File: src/hw/rtl/lsbp_pkg.sv
// shared constants, types and record layouts of the lsb-first bit packer
package lsbp_pkg;

  // buffer geometry
  localparam int BufferBytes = 4096;
  localparam int AddrW       = $clog2(BufferBytes);
  localparam int CursorW     = 16;
  localparam int RoomMax     = (BufferBytes * 8 < 65535) ? BufferBytes * 8 : 65535;
  localparam logic [CursorW-1:0] CapacityReset = 16'd32768;

  // field widths fixed by the interface
  localparam int DataW  = 8;
  localparam int ChunkW = 4;
  localparam int OutAddrW = 12;
  localparam logic [ChunkW-1:0] ChunkMax = 4'd8;

  // front-to-back queue
  localparam int QueueDepth = 4;
  localparam int QueuePtrW  = $clog2(QueueDepth);

  // classified chunk handed from the front to the back
  typedef struct packed {
    logic                 status;
    logic [CursorW-1:0]   cursor;
    logic                 wr_lo;
    logic                 wr_hi;
    logic [AddrW-1:0]     addr;
    logic [2*DataW-1:0]   mask;
    logic [2*DataW-1:0]   bits;
  } lsbp_op_t;

  // one result record
  typedef struct packed {
    logic               status;
    logic               write_valid;
    logic [AddrW-1:0]   addr;
    logic [DataW-1:0]   value;
    logic [CursorW-1:0] cursor;
    logic               last;
  } lsbp_res_t;

endpackage

File: src/hw/rtl/lsbp_queue.sv
// short queue of classified chunks between front and back
module lsbp_queue import lsbp_pkg::*; (
  input  logic     clk_i,
  input  logic     rst_ni,
  input  logic     push_i,
  input  lsbp_op_t op_i,
  input  logic     pop_i,
  output lsbp_op_t head_o,
  output logic     valid_o,
  output logic     full_o
);

  lsbp_op_t             ent_q [QueueDepth];
  logic [QueuePtrW-1:0] wptr_q, rptr_q;
  logic [QueuePtrW:0]   count_q;

  assign valid_o = (count_q != '0);
  assign full_o  = (count_q == (QueuePtrW + 1)'(QueueDepth));
  assign head_o  = ent_q[rptr_q];

  // entry storage
  always_ff @(posedge clk_i) begin
    if (push_i) begin
      ent_q[wptr_q] <= op_i;
    end
  end

  // pointers and fill count
  always_ff @(posedge clk_i or negedge rst_ni) begin
    if (!rst_ni) begin
      wptr_q  <= '0;
      rptr_q  <= '0;
      count_q <= '0;
    end else begin
      if (push_i) begin
        wptr_q <= (wptr_q == QueuePtrW'(QueueDepth - 1)) ? '0 : wptr_q + 1'b1;
      end
      if (pop_i) begin
        rptr_q <= (rptr_q == QueuePtrW'(QueueDepth - 1)) ? '0 : rptr_q + 1'b1;
      end
      if (push_i && !pop_i) begin
        count_q <= count_q + 1'b1;
      end else if (!push_i && pop_i) begin
        count_q <= count_q - 1'b1;
      end
    end
  end

endmodule

File: config.mk
export PLATFORM = sky130hd
export DESIGN_NAME = lsbp_queue
export DESIGN_NICKNAME = d
export VERILOG_FILES = /design/src/hw/rtl/lsbp_pkg.sv /design/src/hw/rtl/lsbp_queue.sv
export SDC_FILE = /design/constraint.sdc
export NUM_CORES = 1
export LEC_CHECK = 0
export ABC_AREA = 1
export BUFFER_PORTS_ARGS = -buffer_cell sky130_fd_sc_hd__buf_4
export CAP_MARGIN = 25
export CORE_MARGIN = 4
export CORE_UTILIZATION = 52
export DETAILED_ROUTE_END_ITERATION = 8
export PLACE_DENSITY = 0.75
export REMOVE_ABC_BUFFERS = 1
export SYNTH_ARGS = -nofsm -noshare
export SYNTH_HDL_FRONTEND = slang
export SYNTH_SLANG_ARGS = --single-unit
File: constraint.sdc
create_clock -name clk_i -period 2.15 [get_ports clk_i]
set_input_delay 0.3225 -clock clk_i [delete_from_list [all_inputs] [get_ports clk_i]]
set_output_delay 0.3225 -clock clk_i [all_outputs]
set_load 0.01 [all_outputs]
==> metrics.cfg, run 1 <==
[run_status]
status=finished, final reports clean

[synthesis]
netlist.area_leader.share_pct=68.42
yosysUniqueCellTypes=22
yosysSeqAreaShare_pct=70.00
synth_area_leaders=edfxtp_1 (68%), o211ai_2 (13%), nand2_1 (7.0%), inv_1 (3.0%), buf_6 (1.9%)
synth.avg_cell_area_um2=14.05
synth_cells=787
ys_seq_elements=259
synth_area_um2=11060
yosys_warnings=0
yosysTopAreaCell=edfxtp_1

[route]
post-route-drc-count=0
viasPerCell=4.988
drtIter0Drc=341
via_count=6470
firstDrtPassIters=4
drt.antenna.violating_nets=0
drt-total-wl_um=21730
wire_per_inst_um=16.75

[critical_path]
criticalPathCategory=register to output port
cp.required_ns=1.83
max_stage_delay_ns=0.48
cp_cell_sequence=inv_16 -> buf_4 -> nand2_1 -> o211ai_2 -> nand2_1 -> buf_4
path_buf_inv=3
path_delay_family=buffers and inverters
cp_slowest_cell=dfrtp_2
worst-path-max-fanout=13
cp-end-kind=output port
startpoint_type=register
arrival_ns=1.80

[layout]
final_cell_mix=edfxtp_1 (252), nand2_1 (200), buf_4 (133), o211ai_2 (119), inv_1 (83)
stdcell_area_um2=14160
area_delta_synth_final_pct=28.04
diodes=0
final_common_cell=edfxtp_1
layout-drive-gt1-share_pct=32.29
n_fill_cell=1478
nets=1076

[placed_design]
post_dp_cell_area_um2=12410
gp_congestion=0.7092
place.port_buffers=131
hpwl_um=11720

[global_route]
antenna_found_initial=0
track_usage_pct=18.19
grt_max_degree=45
grt_pass1_vias=6423
grt_pass1_wl_um=34320
grt.overflow.total=0

[clock_tree]
path_clk_slew_ns=0.06
cts_sinks=259
cts_tree=yes
cts_buffers=27
htreeDepth=1
clockBufferDepth=3
cts-root-buf=clkbuf_16
clk-insertion-delay-late_ns=0.53

[pwr]
peakVddDrop_uv=786.2
clockPowerShare_pct=23.5
p_leak_nw=5.692
seq_power_share_pct=37.3
p_int_mw=12.17
p_comb_share_pct=39.2
netSwitchingPower_mw=6.069
powerDensity_nw_per_um2=1288
swShare_pct=33.27

[sta]
fmax_ghz=0.4719
grt_setup_unrepaired=yes
max-slew-margin-rel_pct=70.04
setup_viol=0
timing.hold.ws_ns=0.02136
period_share_pct=98.56
post-route-min-period_ns=2.119
worst-slew-pin-transition_ns=0.4494
clock_skew_ns=0.01549
hold_viol_final=0
slew_violations=0

[flow_run]
drv_cap=0

[floorplanning]
rows=53
die-area_um2=23670
die_h_um=153.8
io_pins=132
coreArea_um2=20960
die_w_um=153.8
initial_core_util_pct=52.78

[worst_hold_path]
hold_path.class=primary input to register

final timing paths:
| check | start | to | slack (ns) | cells past startpoint |
|---|---|---|---|---|
| setup / recovery | rptr_q[0]$_DFFE_PN0P_ | head_o[21] | 0.03 | 6 |
| hold / removal | op_i[59] | ent_q[0][59]$_DFFE_PP_ | 0.02 | 1 |
| setup reg to reg | wptr_q[0]$_DFFE_PN0P_ | ent_q[2][36]$_DFFE_PP_ | 0.55 | 5 |
| hold reg to reg | count_q[2]$_DFFE_PN0P_ | count_q[2]$_DFFE_PN0P_ | 0.48 | 2 |
| max in group asynchronous | rst_ni | rptr_q[1]$_DFFE_PN0P_ | 1.87 | 2 |
| min in group asynchronous | rst_ni | count_q[1]$_DFFE_PN0P_ | 0.14 | 2 |
registers in the layout, indices dropped and copies added (netlist names):
signal / count
ent_q: 252
count_q: 3
rptr_q: 2
wptr_q: 2
final cells by class:
| cell class | instances | area (um^2) | share of cell area, % |
|---|---|---|---|
| Tap cell | 275 | 344.1 | 2.430 |
| Inverter | 139 | 550.5 | 3.887 |
| Timing Repair inverter | 2 | 25.02 | 0.1767 |
| Multi-Input combinational cell | 349 | 2475 | 17.48 |
| Clock inverter | 16 | 120.1 | 0.8481 |
| Timing Repair Buffer | 224 | 2202 | 15.55 |
| Sequential cell | 259 | 7747 | 54.70 |
| Clock buffer | 33 | 698.2 | 4.930 |
power by group through the flow:
stage          Combinational, mW  Clock, mW  Sequential [mW]
2_1_floorplan               3.50          0             7.03
3_3_place_gp                6.34          0             6.83
3_5_place_dp                6.46          0             6.87
4_1_cts                     7.19       4.39             6.80
5_1_grt                     7.79       4.63             6.86
6_report                    7.16       4.29             6.80
metal layers:
| layer | GRT usage [%] | vias to the layer above | routed length [um] | share of wire (%) |
|---|---|---|---|---|
| li1 | - | 3175 | - | - |
| met1 | 24.89 | 3123 | 9451 | 43 |
| met2 | 31.08 | 144 | 10850 | 50 |
| met3 | 3.180 | 28 | 1131 | 5.2 |
| met4 | 3.659 | 0 | 292 | 1.3 |
| met5 | 0 | - | 0 | 0 |
cells by family after synthesis:
family | Yosys count | share of synthesized area (%)
buf+inv | 179 | 7.738
fa+ha+maj | 7 | 0.8597
xor+xnor | 1 | 0.07920
compound gates | 130 | 14.12
flops | 259 | 70.00
simple gates | 211 | 7.206
cells in the mapped netlist, drive strengths merged:
library cell  number
edfxtp           252
nand2            205
o211ai           126
inv               91
clkinv            48
buf               34
dfrtp              7
clkbuf             6
ha                 6
o21ai              4
nor2               3
fa                 1
nand3              1
nand4              1
nor3               1
xnor2              1
stage by stage:
stage                TNS [ns]  power (mW)  util [%]  std cells  setup slack [ns]
floorplan             -120.07       10.53         -        747            -1.371
global placement            0       13.17     59.20       1173            0.4341
detailed placement          0       13.33     59.20       1173            0.3930
CTS                 -0.002869       18.38     67.33       1296         -0.002869
global route           -1.106       19.28     67.58       1297          -0.05241
finish                      0       18.24     67.58       1297           0.03091
repair_timing:
| action | 4_1_cts | 5_1_grt |
|---|---|---|
| endpoints found under the setup margin | 62 | 52 |
| setup buffers | 7 | 1 |
| endpoints found under the hold margin | 240 | 4 |
| pin swaps | 0 | 1 |
| gates resized for setup | 14 | 18 |
| cloned | 6 | 1 |
| hold buffers | 61 | 1 |
No activity file was read; power rests on OpenSTA's default activity.
==> run 2: changes to the inputs <==
ABC_AREA = unset   (was 1)
CORE_UTILIZATION = 51   (was 52)
GPL_ROUTABILITY_DRIVEN = 1   (was unset)
==> run 2 against run 1 <==
The run now ends with negative setup slack left. Power decreased by 8.6%. Global-route usage barely moved. Routed wire length down 15%. Synthesized area shrank 14%. Clock skew is 0.0032 ns higher. Largest cell class unchanged. Non-clock buffer count fell by 46. Synthesized cell count shrank 53%. Clock power is 8.9% lower. Fmax decreased by 7.9%. Critical path depth fell by 2. Clock-buffer cell count fell by 2. Critical path type unchanged. Flip-flop and latch count did not move.
==> metrics.cfg, run 2 <==
[synthesis]
yosys_warnings=0
synth.avg_cell_area_um2=25.98
synth_area_um2=9509
synth_cells=366
synth_area_leaders=edfxtp_1 (80%), mux4_2 (15%), dfrtp_1 (1.8%), ha_1 (0.79%), buf_6 (0.71%)
yosys_most_used_dff=edfxtp_1
synth_commonest_cells=edfxtp_1 (252), mux4_2 (63), buf_2 (7), dfrtp_1 (7)
ys_seq_elements=259
yosysUniqueCellTypes=18
synth-edff-count=252
yosysTopAreaCell=edfxtp_1
yosysMostFrequentCell=edfxtp_1
yosysSeqAreaShare_pct=81.42
netlist.area_leader.share_pct=79.58
async_reset_ff_share_pct=2.703

[global_route]
grt_max_degree=34
antenna_found_initial=0
grt_pass1_vias=4868
grt_pass1_wl_um=28230
grt.overflow.total=0
track_usage_pct=18.20

[sta]
max-slew-margin-rel_pct=66.62
fmax_ghz=0.4345
clock_skew_ns=0.01869
post-route-min-period_ns=2.301
slew_violations=0
period_share_pct=107.0
grt_setup_unrepaired=yes
setup_viol=60
fin_ws_ns=-0.1513
worst-slew-pin-transition_ns=0.5007
hold_viol_final=0

[layout]
area_delta_synth_final_pct=29.22
regMostFlops=ent_q
diodes=0
layout-drive-gt1-share_pct=45.12
final_cell_mix=edfxtp_1 (252), buf_4 (84), mux4_2 (63), buf_6 (56), clkbuf_16 (26)
nets=631
largestRegisters=ent_q (252), count_q (3)
final_common_cell=edfxtp_1
largest_reg_flops=252
stdcell_area_um2=12290
final_util_pct=67.71

[route]
viasPerCell=5.465
drt.antenna.violating_nets=0
firstDrtPassIters=4
via_count=4388
drt-total-wl_um=18390
post-route-drc-count=0
drtIter0Drc=283
wire_per_inst_um=22.90

[clock_tree]
cts-root-buf=clkbuf_16
cts_tree=yes
path_clk_slew_ns=0.06
clockBufferDepth=3
cts_sinks=259
clk-insertion-delay-late_ns=0.51
cts_buffers=25
htreeDepth=1

[critical_path]
r2r-end=ent_q[0][43]$_DFFE_PP_
criticalPathCategory=register to output port
arrival_ns=1.98
reg2reg_depth=4
startpoint_type=register
cp-end-kind=output port
worst-path-max-fanout=6
rr_startpoint=wptr_q[0]$_DFFE_PN0P_
cp.required_ns=1.83
r2r_setup_slack_ns=0.49

[run_status]
violations=negative setup slack
status=finished, violations left

[pwr]
clockPowerShare_pct=23.4
p_leak_nw=4.283
peakVddDrop_uv=871.8
p_comb_share_pct=36.1
powerDensity_nw_per_um2=1357
swShare_pct=27.30
p_total_mw=16.68
seq_power_share_pct=40.4
p_int_mw=12.12
netSwitchingPower_mw=4.552

[floorplanning]
initial_core_util_pct=52.40
coreArea_um2=18150
die-area_um2=20890
die_h_um=144.5
io_pins=132
die_w_um=144.5
rows=49

[worst_hold_path]
hold_depth=1
hold_end=ent_q[1][60]$_DFFE_PP_
worstHoldStart=op_i[60]
hold_path.class=primary input to register

[placed_design]
post_dp_cell_area_um2=10910
gp_congestion=0.6886
place.port_buffers=131
hpwl_um=10510

[flow_run]
drv_cap=0

-- run 2: kinds of logic after synthesis --
family	synth area share [%]
mux	15.28
buf+inv	1.316
simple gates	0.6053
compound gates	0.1053
xor+xnor	0.2764
flops	81.42
fa+ha+maj	1.000
-- run 2: stage by stage --
step                      setup TNS (ns)  cells  hold slack (ns)  setup slack [ns]
final                             -5.998    803          0.02033           -0.1513
after detailed placement               0    728           0.1480            0.1996
after CTS                         -7.423    802        0.0001355           -0.1652
after floorplan                  -182.46    352          0.02691            -1.427
after global placement                 0    728           0.1469            0.2133
after global routing              -9.035    803         0.001099           -0.1935
-- run 2: how the worst max path moves through the flow --
stage / start / end / slack, ns / cells after the start
floorplan: rptr_q[0]$_DFFE_PN0P_ / head_o[0] / -1.43 / 1
global placement: rptr_q[0]$_DFFE_PN0P_ / head_o[58] / 0.21 / 3
detailed placement: rptr_q[0]$_DFFE_PN0P_ / head_o[41] / 0.20 / 3
CTS: rptr_q[0]$_DFFE_PN0P_ / head_o[31] / -0.17 / 4
global route: rptr_q[0]$_DFFE_PN0P_ / head_o[11] / -0.19 / 4
finish: rptr_q[0]$_DFFE_PN0P_ / head_o[43] / -0.15 / 4
-- run 2: layer usage --
| metal | routed length, um | share of wire [%] | vias to the layer above | track usage [%] |
|---|---|---|---|---|
| met5 | 0 | 0 | - | 0 |
| met4 | 358 | 1.9 | 0 | 4.075 |
| met3 | 1205 | 6.6 | 24 | 3.869 |
| met2 | 9502 | 52 | 143 | 30.77 |
| met1 | 7318 | 40 | 2272 | 24.82 |
| li1 | - | - | 1949 | - |
-- run 2: area by class of cell --
cell class	count	area, um^2
clock buffers	31	648.1
clock inverters	13	80.08
fillers	1124	5859
inverters	4	15.01
multi-input cells	89	1652
flip-flops and latches	259	7750
well taps	229	286.5
repair buffers	178	1857
-- run 2: critical path, cell delays in order (launching register included) --
cell and delay (ns):
dfrtp_4 0.45, buf_12 0.16, buf_12 0.14, mux4_2 0.56
buf_6 0.15
-- run 2: what timing repair did --
action / CTS / global route
hold buffers: 21 / 0
endpoints found under the hold margin: 80 / 0
setup endpoints to repair: 63 / 62
buffers inserted: 6 / 0
gates resized for setup: 69 / 1
cloned: 3 / 1
-- run 2: power groups by stage --
stage | registers, mW | clock network [mW] | logic, mW
after CTS | 6.75 | 4.00 | 6.08
after global routing | 6.81 | 4.24 | 6.42
after global placement | 6.84 | 0 | 4.87
after detailed placement | 6.91 | 0 | 4.93
after floorplan | 7.16 | 0 | 2.32
final | 6.74 | 3.91 | 6.03
