## config.mk

```make
export PLATFORM = sky130hd
export DESIGN_NAME = lsbp_front
export DESIGN_NICKNAME = d
export VERILOG_FILES = /design/src/hw/rtl/lsbp_pkg.sv /design/src/hw/rtl/lsbp_front.sv
export SDC_FILE = /design/constraint.sdc
export NUM_CORES = 1
export LEC_CHECK = 0
export BUFFER_PORTS_ARGS = -buffer_cell sky130_fd_sc_hd__buf_2
export CORE_MARGIN = 1
export CORE_UTILIZATION = 52
export CTS_BUF_LIST = sky130_fd_sc_hd__clkbuf_8
export DETAILED_ROUTE_END_ITERATION = 12
export PLACE_DENSITY_LB_ADDON = 0.25
export SLEW_MARGIN = 0
export SYNTH_ARGS = -nofsm -noshare
export SYNTH_HDL_FRONTEND = slang
export SYNTH_SLANG_ARGS = --single-unit
```

## constraint.sdc

```tcl
create_clock -name clk_i -period 5.49 [get_ports clk_i]
set_clock_uncertainty 0.05 [all_clocks]
set_input_delay 0.8235 -clock clk_i [delete_from_list [all_inputs] [get_ports clk_i]]
set_output_delay 0.8235 -clock clk_i [all_outputs]
set_load 0.05 [all_outputs]
```

## src/hw/rtl/lsbp_pkg.sv

```systemverilog
// shared constants, types and record layouts of the lsb-first bit packer
package lsbp_pkg;

  // buffer geometry
  localparam int BufferBytes = 4096;
  localparam int AddrW       = $clog2(BufferBytes);
  localparam int CursorW     = 16;
  localparam int RoomMax     = (BufferBytes * 8 < 65535) ? BufferBytes * 8 : 65535;
  localparam logic [CursorW-1:0] CapacityReset = 16'd32768;

  // field widths fixed by the interface
  localparam int DataW  = 8;
  localparam int ChunkW = 4;
  localparam int OutAddrW = 12;
  localparam logic [ChunkW-1:0] ChunkMax = 4'd8;

  // front-to-back queue
  localparam int QueueDepth = 4;
  localparam int QueuePtrW  = $clog2(QueueDepth);

  // classified chunk handed from the front to the back
  typedef struct packed {
    logic                 status;
    logic [CursorW-1:0]   cursor;
    logic                 wr_lo;
    logic                 wr_hi;
    logic [AddrW-1:0]     addr;
    logic [2*DataW-1:0]   mask;
    logic [2*DataW-1:0]   bits;
  } lsbp_op_t;

  // one result record
  typedef struct packed {
    logic               status;
    logic               write_valid;
    logic [AddrW-1:0]   addr;
    logic [DataW-1:0]   value;
    logic [CursorW-1:0] cursor;
    logic               last;
  } lsbp_res_t;

endpackage

```

## src/hw/rtl/lsbp_front.sv

```systemverilog
// front end: call check, cursor tracking and chunk classification
module lsbp_front import lsbp_pkg::*; (
  input  logic                clk_i,
  input  logic                rst_ni,
  input  logic                cfg_we_i,
  input  logic [CursorW-1:0]  cfg_wdata_i,
  input  logic                accept_i,
  input  logic [DataW-1:0]    data_bits_i,
  input  logic [ChunkW-1:0]   chunk_bits_i,
  input  logic                first_of_call_i,
  input  logic [CursorW-1:0]  call_bits_i,
  output lsbp_op_t            op_o
);

  logic [CursorW-1:0]   capacity_q;
  logic [CursorW-1:0]   cursor_q, cursor_d;
  logic                 refused_q, refused_d;

  logic [ChunkW-1:0]    n;
  logic [CursorW:0]     sum_call, sum_chunk;
  logic                 refuse_call;
  logic [CursorW-1:0]   limit;
  logic                 drop;
  logic [DataW-1:0]     base_mask;
  logic [2*DataW-1:0]   mask;
  logic [CursorW-4:0]   idx;

  // chunk length saturates at one byte
  assign n = (chunk_bits_i > ChunkMax) ? ChunkMax : chunk_bits_i;

  // call room check and chunk room check side by side
  assign sum_call    = {1'b0, cursor_q} + {1'b0, call_bits_i};
  assign refuse_call = sum_call > {1'b0, capacity_q};
  assign limit       = (capacity_q < CursorW'(RoomMax)) ? capacity_q : CursorW'(RoomMax);
  assign sum_chunk   = {1'b0, cursor_q} + (CursorW + 1)'(n);

  assign refused_d = first_of_call_i ? refuse_call : refused_q;
  assign drop      = refused_d || (n == '0) || (sum_chunk > {1'b0, limit});

  // cursor after this chunk
  always_comb begin
    if (first_of_call_i && refuse_call) begin
      cursor_d = capacity_q;
    end else if (drop) begin
      cursor_d = cursor_q;
    end else begin
      cursor_d = sum_chunk[CursorW-1:0];
    end
  end

  // byte lane masks at the current bit offset
  assign base_mask = DataW'(((DataW + 1)'(1) << n) - (DataW + 1)'(1));
  assign mask      = {{DataW{1'b0}}, base_mask} << cursor_q[2:0];
  assign idx       = cursor_q[CursorW-1:3];

  always_comb begin
    op_o.status = refused_d;
    op_o.cursor = cursor_d;
    op_o.wr_lo  = !drop;
    op_o.wr_hi  = !drop && (mask[2*DataW-1:DataW] != '0) &&
                  ((17'(idx) + 17'd1) < 17'(BufferBytes));
    op_o.addr   = AddrW'(idx);
    op_o.mask   = mask;
    op_o.bits   = ({{DataW{1'b0}}, data_bits_i} << cursor_q[2:0]) & mask;
  end

  // capacity register
  always_ff @(posedge clk_i or negedge rst_ni) begin
    if (!rst_ni) begin
      capacity_q <= CapacityReset;
    end else if (cfg_we_i) begin
      capacity_q <= cfg_wdata_i;
    end
  end

  // cursor and refusal state
  always_ff @(posedge clk_i or negedge rst_ni) begin
    if (!rst_ni) begin
      cursor_q  <= '0;
      refused_q <= 1'b0;
    end else if (accept_i) begin
      cursor_q  <= cursor_d;
      refused_q <= refused_d;
    end
  end

endmodule

```

==> key figures, run 1 <==
STA
  • F_max: 185 MHz
  • Post-layout min period: ~5.4 ns
  • Hold Fails Final Rpt: 0
  • Max-slew violation count: 0
  • Setup violators final: 0
  • Setup TNS Final: 0 ns
  • Slew Limit Headroom: 0.460
  • Period utilisation layout: 0.986
  • RSZ-0062 raised after global routing: true
  • Worst Tran Pin Value: between 0.8 and 0.9 ns
  • Final hold slack: approximately 0.48 ns

Final layout
  • Diodes inserted: 0
  • Nets@finish: 883
  • Layout cell share with drive strength beyond 1: 0.337
  • Final cell count without fillers: 909
  • Fill cell count: between 700 and 800
  • Commonest non-fill, non-tap cell in the layout: buf_2
  • Most frequent cells in the layout: 90 x buf_2, 80 x nand2_1, 71 x buf_4
  • Area Overhead vs Synth: 29.9%
  • Final Instance Area: 6500 sq um

Place
  • GPL Wtd Cong: 0.977
  • Placed insts: 891
  • Placed Area: 5950 sq um
  • Buffers on Ports: 109
  • Dpl hpwl: 13.1 mm

GRT
  • Initial antenna violation count: 0
  • First-pass GRT wire length: 26.0 mm
  • GRT Util Overall: 0.329
  • Vias in the first global route: between 5000 and 6000
  • Largest net degree at the start of global routing: 34
  • Total grt overflow: 0

Routing
  • Final antenna-violating net count: 0
  • DRT Pass-1 Iters: 5
  • DRC: 0
  • Drt initial violations: roughly 440
  • Wire length per cell: ~19 um
  • Detailed-route via count: 5625
  • Via density: 6.19
  • DRT Wirelength: 16.9 mm

Run status
  • Status: completed

Die
  • Row Count: 35
  • Ports: 112
  • Chip height: between 100 and 150 um
  • Core area: 9280 sq um
  • Die Wd: 100 um
  • Initial core utilization: 0.539
  • Full die area: 10000 sq um

Synthesis
  • Largest family of logic cells by synthesized area: compound AO/OA/AOI/OAI gates
  • Count of cell types in the netlist: 76
  • Post-synthesis mux area share: 0.0498
  • Yosys Warn Count: 0
  • Synth Instances: 652
  • Mapped Area: 5000 sq um
  • Synth Area in Adders: 0.141
  • Post-synth EDFFs: 0
  • Simple-gate portion of the synthesized area: 0.213
  • Async set-reset flop share out of synthesis: 1.00
  • Prevailing post-synth register cell: dfrtp_1
  • #FFs+latches synth: 33
  • Sequential area share after synthesis: 0.165
  • Post-synthesis compound-gate area fraction: 0.267
  • Mean Syn Cell Area: 7.67 sq um
  • Xor/xnor share of the synthesized area: 0.0630

Hold path
  • Hold Path Class: flip-flop to flip-flop
  • Hold Crit Depth: 1

Critical path
  • Worst path slowest cell: o41a_1
  • CP startpoint kind: primary input
  • Worst Setup End Kind: output port
  • CP Class: primary input to output port
  • CP peak stage delay: 0.51 ns
  • Cell Chain, Critical Path: buf_2 > nor2b_4 > ha_1 > a21o_1 > a21oi_2 > buf_4 > o21bai_1 > nand3_1 > nor2_1 > xor2_1 > ha_1 > nand4_1 > a211oi_2 > o41a_1 > or4_4 > xor2_1 > mux2i_2 > buf_6
  • CP Max Fanout: 5
  • Critical path data required time: 4.62 ns
  • Worst EP arrival: between 4 and 5 ns
  • Worst reg-to-reg path cell count: 19

Clock network
  • H-Tree Depth: 2
  • CTS buffer count: 5
  • Sink Count: 33
  • Clock Pin Slew Worst Setup and Hold Paths: around 0.09 ns
  • CTS tree: done
  • Clk buf depth: 2
  • CTS root buf: clkbuf_8
  • Hold_buf cts: 0
  • Worst skew pair latency: 0.30 ns

Flow run
  • Max cap viols: 0
cell usage after synthesis, drive strengths merged, types with 8 or more instances:
master | instances | area (sq um)
clkbuf | 28 | 106
nor2b | 12 | 75.1
o21ai | 33 | 165
dfrtp | 32 | 801
nand3 | 13 | 70.1
o221ai | 8 | 76.3
nor3 | 16 | 80.1
a21oi | 40 | 204
a21o | 14 | 105
nor4 | 13 | 81.3
xnor2 | 22 | 193
a2111oi | 8 | 114
nand2 | 82 | 308
ha | 53 | 663
nor2 | 38 | 143
a31oi | 8 | 50.1
buf | 33 | 245
inv | 38 | 143
mux2i | 17 | 170
nand4 | 13 | 81.3
xor2 | 14 | 123
logic make-up (layout without fill, tap and decap cells):
logic type / after synthesis / count (layout)
AND/OR/NAND/NOR: 219 / 219
AO/OA/AOI/OAI: 184 / 184
buffers and inverters: 101 / 228
adder cells (fa/ha/maj): 55 / 55
XOR/XNOR: 36 / 36
flip-flops: 33 / 33
multiplexers: 23 / 23
other: 1 / 2
registers in the layout, indices dropped and copies added, names as in the netlist:
name / cells
cursor_q: 16
capacity_q: 16
refused_q: 1
path summary, 6_finish.rpt:
kind | start | to | slack [ns]
min in group asynchronous | rst_ni | cursor_q[15] | 0.55
max in group asynchronous | rst_ni | capacity_q[1] | 4.32
worst min-delay path | refused_q | refused_q | 0.48
worst max-delay path | chunk_bits_i[1] | op_o[58] | 0.07
worst max register to register | cursor_q[0] | cursor_q[7] | 0.90
worst min register to register | refused_q | refused_q | 0.48
worst max-delay path, delay by kind of cell:
kind            cells  cell delay, ns
fa+ha+maj           2            0.53
xor+xnor            2            0.34
compound gates      5            1.06
simple gates        5            1.14
buf+inv             3            0.45
mux                 1            0.19
cell type report:
| class | count | area [sq um] | share of cell area |
|---|---|---|---|
| inverters | 40 | 150 | 0.0231 |
| flip-flops and latches | 33 | 827 | 0.127 |
| multi-input cells | 519 | 4040 | 0.621 |
| well taps | 129 | 161 | 0.0248 |
| repair buffers | 180 | 1210 | 0.186 |
| clock inverters | 3 | 46.3 | 0.00712 |
| clock buffers | 5 | 68.8 | 0.0106 |
stage by stage:
step	util	setup slack, ns
5_1_grt	0.700	-0.0406
4_1_cts	0.659	0.00147
2_1_floorplan	-	-0.174
6_report	0.700	0.0746
3_3_place_gp	0.640	-0.0746
3_5_place_dp	0.640	-0.101
what timing repair did:
item,4_1_cts,5_1_grt
setup buffers,2,8
pin swaps,0,31
setup endpoints to repair,8,19
resized for setup,12,80
endpoints found under the hold margin,0,0
layer usage:
metal  share of wire  track usage
met1            0.45        0.481
met2            0.46        0.532
met3           0.081       0.0383
met4           0.014       0.0479
met5               0            0
Power of run 1 is left out: the tool's default activity adds up to more than one toggle a clock period on the data nets, which glitch-free logic cannot reach.
==> inputs of run 2 (changes only) <==
--- a/config.mk
+++ b/config.mk
@@ -5,9 +5,10 @@
 export SDC_FILE = /design/constraint.sdc
 export NUM_CORES = 1
 export LEC_CHECK = 0
+export ABC_AREA = 1
 export BUFFER_PORTS_ARGS = -buffer_cell sky130_fd_sc_hd__buf_2
 export CORE_MARGIN = 1
-export CORE_UTILIZATION = 52
+export CORE_UTILIZATION = 51
 export CTS_BUF_LIST = sky130_fd_sc_hd__clkbuf_8
 export DETAILED_ROUTE_END_ITERATION = 12
 export PLACE_DENSITY_LB_ADDON = 0.25
==> key figures, run 2 <==
Place
  • GPL Wtd Cong: just over 0.9
  • Buffers on Ports: 109
  • Placed insts: 918
  • Dpl hpwl: around 11 mm

STA
  • Setup violators final: 0
  • Period utilisation layout: 0.968
  • F_max: approximately 190 MHz
  • Max-slew violation count: 0
  • Post-layout min period: 5.32 ns
  • Hold Fails Final Rpt: 0
  • Worst Tran Pin Value: 0.885 ns
  • Setup TNS Final: 0 ns
  • Slew Limit Headroom: 0.408

Critical path
  • Worst reg-to-reg path cell count: 23
  • CP Max Fanout: 10
  • CP startpoint kind: primary input
  • Worst EP arrival: 4.44 ns
  • Reg2reg setup slack: about 1.6 ns
  • Worst Setup End Kind: output port
  • CP Class: primary input to output port
  • R2r endpoint: cursor_q[3]
  • R2r startpoint: cursor_q[2]
  • Critical path data required time: roughly 4.6 ns

Synthesis
  • Post-synth top cells: 222 x nand2_1, 89 x inv_1, 53 x ha_1, 53 x o21ai_0, 50 x nor2_1
  • Post-synthesis compound-gate area fraction: 0.149
  • Prevailing post-synth register cell: dfrtp_1
  • Largest family of logic cells by synthesized area: simple AND/OR/NAND/NOR gates
  • #FFs+latches synth: 33
  • Yosys top cell by area: nand2_1
  • Synth Instances: 727
  • Yosys Warn Count: 0
  • Simple-gate portion of the synthesized area: 0.321
  • Async set-reset flop share out of synthesis: 1.00
  • Count of cell types in the netlist: 45
  • Area share of the largest cell type after synthesis: 0.182
  • Xor/xnor share of the synthesized area: 0.0535
  • Sequential area share after synthesis: 0.181
  • Synth Area in Adders: 0.154
  • Post-synthesis mux area share: 0.00874
  • Top cells by area, synth: nand2_1 18%, dfrtp_1 17%, ha_1 14%, inv_1 7.3%, o21ai_0 5.8%
  • Post-synth EDFFs: 0
  • Mapped Area: roughly 4600 sq um
  • Top-count cell post-synth: nand2_1
  • Mean Syn Cell Area: between 6 and 7 sq um

GRT
  • First-pass GRT wire length: 22.8 mm
  • Met3 usage: 0.0195
  • Vias in the first global route: between 4000 and 5000
  • Met2 Track Usage GR: 0.536
  • Total grt overflow: 0
  • GRT Util Overall: 0.293
  • Met1 usage: 0.377
  • Largest net degree at the start of global routing: 34
  • Initial antenna violation count: 0
  • Grt peak-use layer: met2

Hold path
  • Hold Path Class: flip-flop to flip-flop
  • Hold Path End: refused_q
  • Worst Hold Launch: refused_q
  • Hold Crit Depth: 2

Clock network
  • Sink Count: 33
  • H-Tree Depth: 2
  • Worst skew pair latency: 0.29 ns
  • Hold_buf cts: 0
  • CTS root buf: clkbuf_8
  • Clk buf depth: 2
  • CTS buffer count: 5
  • CTS tree: done
  • Clock Pin Slew Worst Setup and Hold Paths: around 0.080 ns

Routing
  • Final antenna-violating net count: 0
  • Wire length per cell: 15.0 um
  • DRC: 0
  • Via density: 5.49
  • Detailed-route via count: 5110
  • DRT Pass-1 Iters: 5
  • DRT Wirelength: approximately 14 mm
  • Drt initial violations: 271

Final layout
  • Diodes inserted: 0
  • Nets@finish: 925
  • Layout cell share with drive strength beyond 1: 0.215
  • Final cell count without fillers: 930
  • Commonest non-fill, non-tap cell in the layout: nand2_1
  • Fill cell count: 865
  • Registers with the most flip-flops: capacity_q (16), cursor_q (16), refused_q (1)
  • Most frequent cells in the layout: 221 x nand2_1, 95 x buf_2, 89 x inv_1
  • Area Overhead vs Synth: 18.6%

Die
  • Initial core utilization: 0.525
  • Full die area: 9360 sq um
  • Die Wd: 96.8 um
  • Chip height: approximately 97 um
  • Core area: 8720 sq um
  • Ports: 112
  • Row Count: 34

Flow run
  • Max cap viols: 0

Run status
  • Status: completed
## run 2: cell types whose count changed in the layout (fill, tap and decap cells not counted), moves of 13 or more
cell	previous run	this run
o21ai_0	28	53
inv_1	38	89
buf_4	71	20
nand2_1	80	221
nand3_1	11	25
a21o_1	14	1
## run 2: cell type report
type	count	area (sq um)	share of cell area
multi-input cells	557	3280	0.604
flip-flops and latches	33	827	0.152
repair buffers	127	731	0.135
inverters	97	367	0.0675
well taps	108	135	0.0249
clock buffers	6	82.6	0.0152
clock inverters	2	11.3	0.00207
## run 2: logic make-up (layout without fill, tap and decap cells)
group	count (synthesis)	after routing
muxes	4	4
xor gates and xnor gates	28	28
and+or+nand+nor	348	349
AOI/OAI and AO/OA	119	119
DFF	33	33
other	1	2
buffers and inverters	139	232
adders and majority gates	55	55
## run 2: how the worst max path moves through the flow
stage                               start       end  slack, ns  cells past startpoint
after floorplan            call_bits_i[2]  op_o[61]       0.16                     21
after global placement    chunk_bits_i[1]  op_o[53]      -0.03                     25
after detailed placement  chunk_bits_i[1]  op_o[44]      -0.07                     26
after CTS                 chunk_bits_i[1]  op_o[61]       0.02                     28
after global routing      chunk_bits_i[1]  op_o[44]      -0.10                     28
final                     chunk_bits_i[1]  op_o[53]       0.17                     27
## run 2: metrics by stage
stage	util	hold slack (ns)	area, sq um	setup WS (ns)
2_1_floorplan	-	0.454	4590	0.163
3_3_place_gp	0.589	0.478	5140	-0.0338
3_5_place_dp	0.589	0.489	5140	-0.0663
4_1_cts	0.602	0.509	5250	0.0182
5_1_grt	0.623	0.526	5430	-0.104
6_report	0.623	0.508	5430	0.174
## run 2: routing by layer
metal	wire, um	up-vias
met5	0	-
met4	269	0
met3	934	27
met2	6830	197
met1	5940	2338
li1	-	2548
## run 2: repair_timing
action                     4_1_cts  5_1_grt
gates resized for setup          5       45
setup endpoints to repair        8       19
pin swaps                        0        6
cloned                           0        1
hold endpoints to repair         0        0
buffers inserted                 0        3
## run 2: worst max-delay path: stages
cell and delay (ns):
buf_2 0.12, nor2_2 0.13, nand2_1 0.07, a21oi_2 0.14, ha_2 0.21, fa_2 0.22
nand3_1 0.11, nand3_2 0.13, nand3_4 0.09, nor2_4 0.13, nand2_2 0.11, nor2_4 0.11
xor2_1 0.20, inv_1 0.07, ha_1 0.31, a21oi_1 0.15, o21a_1 0.12, o21ai_0 0.07
nand2_1 0.07, nand3b_1 0.07, nand2_1 0.06, nand2_1 0.09, buf_6 0.17, o31ai_1 0.20
inv_1 0.10, a21boi_2 0.20, buf_6 0.18
Power of run 2 is left out for the same reason.
==> inputs of run 3 (changes only) <==
--- a/config.mk
+++ b/config.mk
@@ -7,8 +7,10 @@
 export LEC_CHECK = 0
 export ABC_AREA = 1
 export BUFFER_PORTS_ARGS = -buffer_cell sky130_fd_sc_hd__buf_2
+export CELL_PAD_IN_SITES_DETAIL_PLACEMENT = 1
+export CELL_PAD_IN_SITES_GLOBAL_PLACEMENT = 2
 export CORE_MARGIN = 1
-export CORE_UTILIZATION = 51
+export CORE_UTILIZATION = 26
 export CTS_BUF_LIST = sky130_fd_sc_hd__clkbuf_8
 export DETAILED_ROUTE_END_ITERATION = 12
 export PLACE_DENSITY_LB_ADDON = 0.25
==> key figures, run 3 (same netlist as run 2, synthesis figures left out) <==
STA
  • Post-layout min period: 5.26 ns
  • Worst Tran Pin Value: approximately 1.1 ns
  • Period utilisation layout: 0.957
  • Hold Fails Final Rpt: 0
  • Setup violators final: 0
  • F_max: ~190 MHz
  • Slew Limit Headroom: 0.232
  • RSZ-0062 raised after global routing: true
  • Max-slew violation count: 0
  • Final setup margin: 0.234 ns

Die
  • Core area: 17200 sq um
  • Die Wd: between 100 and 150 um
  • Initial core utilization: 0.266
  • Ports: 112
  • Full die area: 18200 sq um
  • Chip height: about 130 um
  • Row Count: 48

Place
  • Placed Area: 5460 sq um
  • Post-place setup slack: -0.0739 ns
  • Buffers on Ports: 109
  • Dpl hpwl: 14.5 mm
  • GPL Wtd Cong: 0.883

Routing
  • Wire length per cell: 16.6 um
  • DRT Pass-1 Iters: 4
  • DRT Wirelength: 17.8 mm
  • Detailed-route via count: 5125
  • Via density: about 4.8
  • DRC: 0
  • Drt initial violations: 191
  • Final antenna-violating net count: 0

Hold path
  • Hold Path Class: flip-flop to flip-flop

GRT
  • First-pass GRT wire length: 27.9 mm
  • Vias in the first global route: 5377
  • Total grt overflow: 0
  • GRT Util Overall: 0.196
  • Initial antenna violation count: 0
  • Largest net degree at the start of global routing: 34

Clock network
  • Clock Pin Slew Worst Setup and Hold Paths: 0.08 ns
  • CTS tree: done
  • CTS root buf: clkbuf_8
  • Hold_buf cts: 0
  • Worst skew pair latency: 0.30 ns
  • Sink Count: 33
  • H-Tree Depth: 2
  • Clk buf depth: 2
  • CTS buffer count: 5

Flow run
  • Max cap viols: 0

Run status
  • Status: completed

Final layout
  • Final Instance Area: about 5900 sq um
  • Most frequent cells in the layout: 217 x nand2_1, 92 x buf_2, 88 x inv_1
  • Layout cell share with drive strength beyond 1: 0.243
  • Nets@finish: 946
  • Commonest non-fill, non-tap cell in the layout: nand2_1
  • Diodes inserted: 0
  • Registers with the most flip-flops: capacity_q (16), cursor_q (16), refused_q (1)
  • Area Overhead vs Synth: 27.8%

Critical path
  • CP Class: primary input to output port
  • CP Max Fanout: 16
  • Reg2reg setup slack: between 1 and 1.5 ns
  • Worst Setup End Kind: output port
  • CP startpoint kind: primary input
  • Worst EP arrival: around 4.4 ns
  • Critical path data required time: 4.62 ns
run 3: changes by cell type in the layout (fill, tap and decap cells not counted), sizes merged:
cell,previous run,this run
buf,119,147
clkbuf,14,7
clkinv,2,4
inv,96,95
nand3,32,31
run 3: per-layer routing:
| layer | GRT usage | up-vias | part of all wire |
|---|---|---|---|
| li1 | - | 2581 | - |
| met1 | 0.260 | 2411 | 0.46 |
| met2 | 0.340 | 118 | 0.48 |
| met3 | 0.0206 | 15 | 0.044 |
| met4 | 0.0449 | 0 | 0.015 |
| met5 | 0 | - | 0 |
run 3: area by class of cell:
cell class,instances,area (sq um)
Fill cell,2241,11400
Inverter,97,369
Multi-Input combinational cell,556,3310
Clock inverter,3,17.5
Clock buffer,5,68.8
Sequential cell,33,827
Timing Repair Buffer,149,978
Tap cell,225,282
run 3: what timing repair did:
action / 4_1_cts / 5_1_grt
buffers inserted: 0 / 2
endpoints found under the setup margin: 7 / 18
gates cloned: 0 / 1
resized for setup: 12 / 70
pin swaps: 0 / 10
run 3: through the flow:
stage                     hold slack [ns]   util  setup TNS (ns)  cells
after floorplan                     0.454      -               0    728
after global placement              0.474  0.317               0   1057
after detailed placement            0.488  0.317          -0.266   1057
after CTS                           0.509  0.324        -0.00342   1065
after global routing                0.578  0.340          -0.106   1068
final                               0.499  0.340               0   1068
run 3: worst max-delay path, stage by stage:
cell and delay (ns):
buf_2 0.10, ha_1 0.34, a21oi_1 0.18, nand2_1 0.10, a21oi_2 0.18, inv_1 0.05, nand2_1 0.05, nand2_1 0.05
o21ai_0 0.11, o21ai_1 0.14, a21boi_1 0.19, o21ai_1 0.09, xor2_1 0.15, ha_1 0.29, buf_4 0.15, inv_1 0.05
o2111ai_1 0.15, nor2_2 0.16, nand3_2 0.10, nand3_4 0.09, buf_4 0.27, o211ai_1 0.16, nand3_1 0.21, buf_6 0.18
run 3: worst paths after layout:
kind                                 from       endpoint  cells after the start
max                        call_bits_i[2]       op_o[50]                     24
min                             refused_q      refused_q                      2
max reg2reg                   cursor_q[0]    cursor_q[4]                     20
min reg2reg                     refused_q      refused_q                      2
max in group asynchronous          rst_ni  capacity_q[2]                      1
min in group asynchronous          rst_ni   cursor_q[12]                      1
Power of run 3 is left out for the same reason.
